<file path="src/rtl/rbb_pkg.sv">
package rbb_pkg;

  // One RGB pixel: red [7:0], green [15:8], blue [23:16]
  typedef logic [23:0] pix_t;

  localparam int CH_WIDTH  = 8;
  localparam int NUM_CH    = 3;

  // Config register indexes
  typedef enum logic {
    CFG_WIDTH  = 1'b0,
    CFG_HEIGHT = 1'b1
  } cfg_idx_t;

  localparam int CFG_DATA_WIDTH = 12;
  localparam int IMG_W_BITS     = 11;
  localparam int IMG_H_BITS     = 12;
  localparam logic [IMG_W_BITS-1:0] IMG_W_RESET = 11'd1024;
  localparam logic [IMG_H_BITS-1:0] IMG_H_RESET = 12'd768;

  // Request kinds on tuser
  localparam logic REQ_PIXEL = 1'b0;
  localparam logic REQ_FLUSH = 1'b1;

  // Window sum width: 9 * 255 fits in 12 bits
  localparam int SUM_WIDTH = 12;

  // floor(x / 9) == (x * 3641) >> 15 for all x < 32768
  localparam logic [SUM_WIDTH-1:0] DIV9_MUL = 12'd3641;
  localparam int DIV9_SHIFT = 15;

  // Output buffer
  localparam int FIFO_DEPTH = 8;
  localparam int FIFO_PTR_W = $clog2(FIFO_DEPTH);
  localparam int FIFO_CNT_W = $clog2(FIFO_DEPTH + 1);

  typedef struct packed {
    logic last;
    pix_t data;
  } out_word_t;

endpackage

</file>
<file path="src/rtl/rbb_fifo.sv">
module rbb_fifo (
  input  logic               clk,
  input  logic               rst,
  input  logic               push,
  input  rbb_pkg::out_word_t push_word,
  output logic               out_valid,
  input  logic               out_ready,
  output rbb_pkg::out_word_t out_word,
  output logic [rbb_pkg::FIFO_CNT_W-1:0] count
);
  import rbb_pkg::*;

  out_word_t             mem [FIFO_DEPTH];
  logic [FIFO_PTR_W-1:0] wr_ptr;
  logic [FIFO_PTR_W-1:0] rd_ptr;
  logic                  pop;

  assign out_valid = (count != '0);
  assign pop       = out_valid && out_ready;
  assign out_word  = mem[rd_ptr];

  always_ff @(posedge clk) begin
    if (push) begin
      mem[wr_ptr] <= push_word;
    end
  end

  // push is only issued when the credit check leaves room
  always_ff @(posedge clk) begin
    if (rst) begin
      wr_ptr <= '0;
      rd_ptr <= '0;
      count  <= '0;
    end else begin
      if (push) begin
        wr_ptr <= wr_ptr + 1'b1;
      end
      if (pop) begin
        rd_ptr <= rd_ptr + 1'b1;
      end
      unique case ({push, pop})
        2'b10:   count <= count + 1'b1;
        2'b01:   count <= count - 1'b1;
        default: count <= count;
      endcase
    end
  end

endmodule

</file>
<file path="config.mk">
export PLATFORM = sky130hd
export DESIGN_NAME = rbb_fifo
export DESIGN_NICKNAME = d
export VERILOG_FILES = /design/src/rtl/rbb_pkg.sv /design/src/rtl/rbb_fifo.sv
export SDC_FILE = /design/constraint.sdc
export NUM_CORES = 1
export LEC_CHECK = 0
export BUFFER_PORTS_ARGS = -buffer_cell sky130_fd_sc_hd__buf_4
export CAP_MARGIN = 25
export CORE_UTILIZATION = 54
export CTS_CLUSTER_DIAMETER = 80
export CTS_CLUSTER_SIZE = 40
export DETAILED_ROUTE_END_ITERATION = 10
export PLACE_DENSITY = 0.72
export SYNTH_ARGS = -nofsm -noshare
export SYNTH_HDL_FRONTEND = slang
export SYNTH_SLANG_ARGS = --single-unit
</file>
<file path="constraint.sdc">
create_clock -name clk -period 2.7 [get_ports clk]
set_input_delay 0.405 -clock clk [delete_from_list [all_inputs] [get_ports clk]]
set_output_delay 0.405 -clock clk [all_outputs]
set_load 0.02 [all_outputs]
</file>
==> results_dict.tcl <==
set metrics [dict create \
    status "completed" \
    dr.pass1.iters 4 \
    synth_seq_cells 213 \
    drc_errors 0 \
    grt_pass1_wl_um 21500 \
    crit_required_ns 2.30 \
    post_drt_wl_per_cell_um 22.9 \
    setup_tns_ns 0 \
    ff2ff_path_depth 8 \
    grt_max_degree 41 \
    hold_depth 1 \
    finalHoldViolations 0 \
    grt_overflow 0 \
    grtUsageTotal_pct 18.2 \
    dr_total_vias 3767 \
    path_max_fanout 38 \
    path_depth 4 \
    multi_input_comb_area_um2 1980 \
    seqCellArea_um2 6270 \
    grt_pass1_vias 3880 \
    wirelength_um 14300 \
    crit_buf_inv 2 \
    cp_slowest_stage_delay_ns 0.61 \
    min_period_ns 2.61 \
    switchingPower_mw 1.74 \
    num_rows 45 \
    syn2layout_area_growth_pct 13.8 \
    die_y_um 126 \
    p_seq_share_pct 54.6 \
    vdd_drop_max_mv 0.659 \
    cts-resized-gates 0 \
    postCtsSetupBuffers 0 \
    drive_above_1_share_pct 29.3 \
    skew_ns 0.0377 \
    globalplace.congestion 0.668 \
    clock-root-buffer "clkbuf_16" \
    p_comb_share_pct 19.1 \
    report.final.slew_viol_count 0 \
    cts_hold_buf 0 \
    rsz0062_at_grt "no" \
    worst_slack_ns 0.0913 \
    setup_viol 0 \
    crit_path_end_kind "output pin" \
    synth_nets 397 \
    postRouteAntennaNets 0 \
    critical_path.cell_chain "buf_12 -> mux4_1 -> mux2_2 -> buf_4" \
    timing.fmax_mhz 383 \
    ys_warn_count 0 \
    place_ws_ns 0.194 \
    core_area_um2 15100 \
    crit_path_top_delay_cell "mux4_1" \
    nets 467 \
    die_area_um2 15900 \
    max_slew_margin_pct 64.2 \
    vias_per_cell 6.03 \
    clock-sinks 213 \
    cts_tree "yes" \
    nFillCells 1015 \
    cp.arrival_ns 2.20 \
    clockPowerShare_pct 26.3 \
    start_util_pct 55.0 \
    holdWs_ns 0.145 \
    internal_power_mw 5.18 \
    drt_iter0_markers 234 \
    cp-start-kind "flip-flop" \
    syn_area_um2 8330 \
    cp_top_family "multiplexers" \
    htree_levels 1 \
    antenna_found_initial 0 \
    cts_buffers 10 \
    seq_area_frac_synth_pct 75.2 \
    period_share_pct 96.6 \
    ys_types 24 \
    fp.dieW_um 126 \
    maxCapViolations 0 \
    io_pins 59 \
    crit_type "reg2out" \
    switching_share_pct 25.2 \
    syn_avg_cell_area_um2 23.0 \
    tightest_slew_ns 0.537 \
    antennaDiodeCount 0 \
    p_per_area_nw_per_um2 729 \
    clkTransAtPathRegs_ns 0.13 \
    cts_buffer_depth 3 \
    power_leakage_nw 3.16 \
    dp_hpwl_um 8530 \
    io_buffers 58 \
    hold_class "in2reg" \
    syn_inst 363 \
    clkLatencyLatePin_ns 0.48 \
]
-- metal layers --
metal | part of all wire (%) | wire length [µm] | GRT usage (%)
met4 | 2.1 | 306 | 5.46
met2 | 51 | 7340 | 31.5
met1 | 43 | 6220 | 24.6
met3 | 3.3 | 470 | 2.25
met5 | 0 | 0 | 0
-- logic make-up (layout without fill, tap and decap cells) --
group	Yosys count	after routing	share of synthesized area (%)
multiplexers	78	78	19.5
XOR/XNOR	6	6	0.631
AND/OR/NAND/NOR	34	34	2.00
AO/OA/AOI/OAI	8	8	0.511
buffers and inverters	19	93	1.40
flip-flops	213	213	75.2
adder cells (fa/ha/maj)	5	5	0.751
-- path summary, 6_finish.rpt --
kind	slack (ns)	start	to
max	0.09	flip-flop	out_word[4]
min	0.15	push_word[1]	mem[4][1]
max reg2reg	0.14	count[0]	count[3]
min reg2reg	0.48	rd_ptr[1]	flip-flop
-- synthesized netlist by cell type --
library cell	instances	area [µm²]
nor4bb_1	1	10.0
mux2_2	26	293
nor2_1	14	52.6
nor2b_1	2	12.5
nand2b_1	3	18.8
a21oi_1	4	20.0
o21ai_0	3	15.0
or4_4	1	11.3
o31ai_1	1	7.51
nor3_1	2	10.0
nand3_1	2	10.0
nand2_1	7	26.3
inv_1	2	7.51
clkbuf_1	4	15.0
nor4b_1	1	8.76
buf_6	6	67.6
edfxtp_1	200	6010
xor2_1	6	52.6
buf_1	7	26.3
mux2i_1	2	20.0
or3_1	1	6.26
dfxtp_1	13	260
mux4_1	50	1310
ha_1	5	62.6
-- layout make-up --
cell class              count  share of cell area [%]
clock buffers              11                    2.90
clock inverters             5                   0.765
inverters                   2                  0.0791
multi-input cells         131                    20.8
flip-flops and latches    213                    66.1
well taps                 188                    2.48
repair buffers             75                    6.86
-- layout by cell type (no fill, tap or decap), types with 4 or more instances in the layout --
master / instances
clkbuf_16: 11
buf_12: 7
edfxtp_1: 200
nor2_1: 8
a21oi_1: 4
ha_1: 5
buf_4: 68
mux2_2: 26
dfxtp_1: 11
nor2_2: 6
mux4_1: 50
nand2_1: 7
xor2_1: 6
-- sequential cells by signal (all words and copies together) (netlist names), named ones only --
name and count:
count 4, rd_ptr 3, wr_ptr 3, mem 200
-- power groups by stage --
stage                     Clock [mW]  Combinational, mW  Sequential, mW
after floorplan                    0              0.898            3.84
after global placement             0               1.31            3.84
after detailed placement           0               1.33            3.86
after CTS                       1.87               1.34            3.78
after global routing            1.96               1.41            3.79
final                           1.82               1.32            3.78
-- per-stage QoR --
step	total power, mW	instances	utilization, %	instance area [µm²]
2_1_floorplan	4.74	363	-	8330
3_3_place_gp	5.15	609	60.3	9140
3_5_place_dp	5.19	609	60.3	9140
4_1_cts	6.99	625	62.6	9490
5_1_grt	7.16	625	62.6	9490
6_report	6.92	625	62.6	9490
Power figures use the tool's default switching activity.
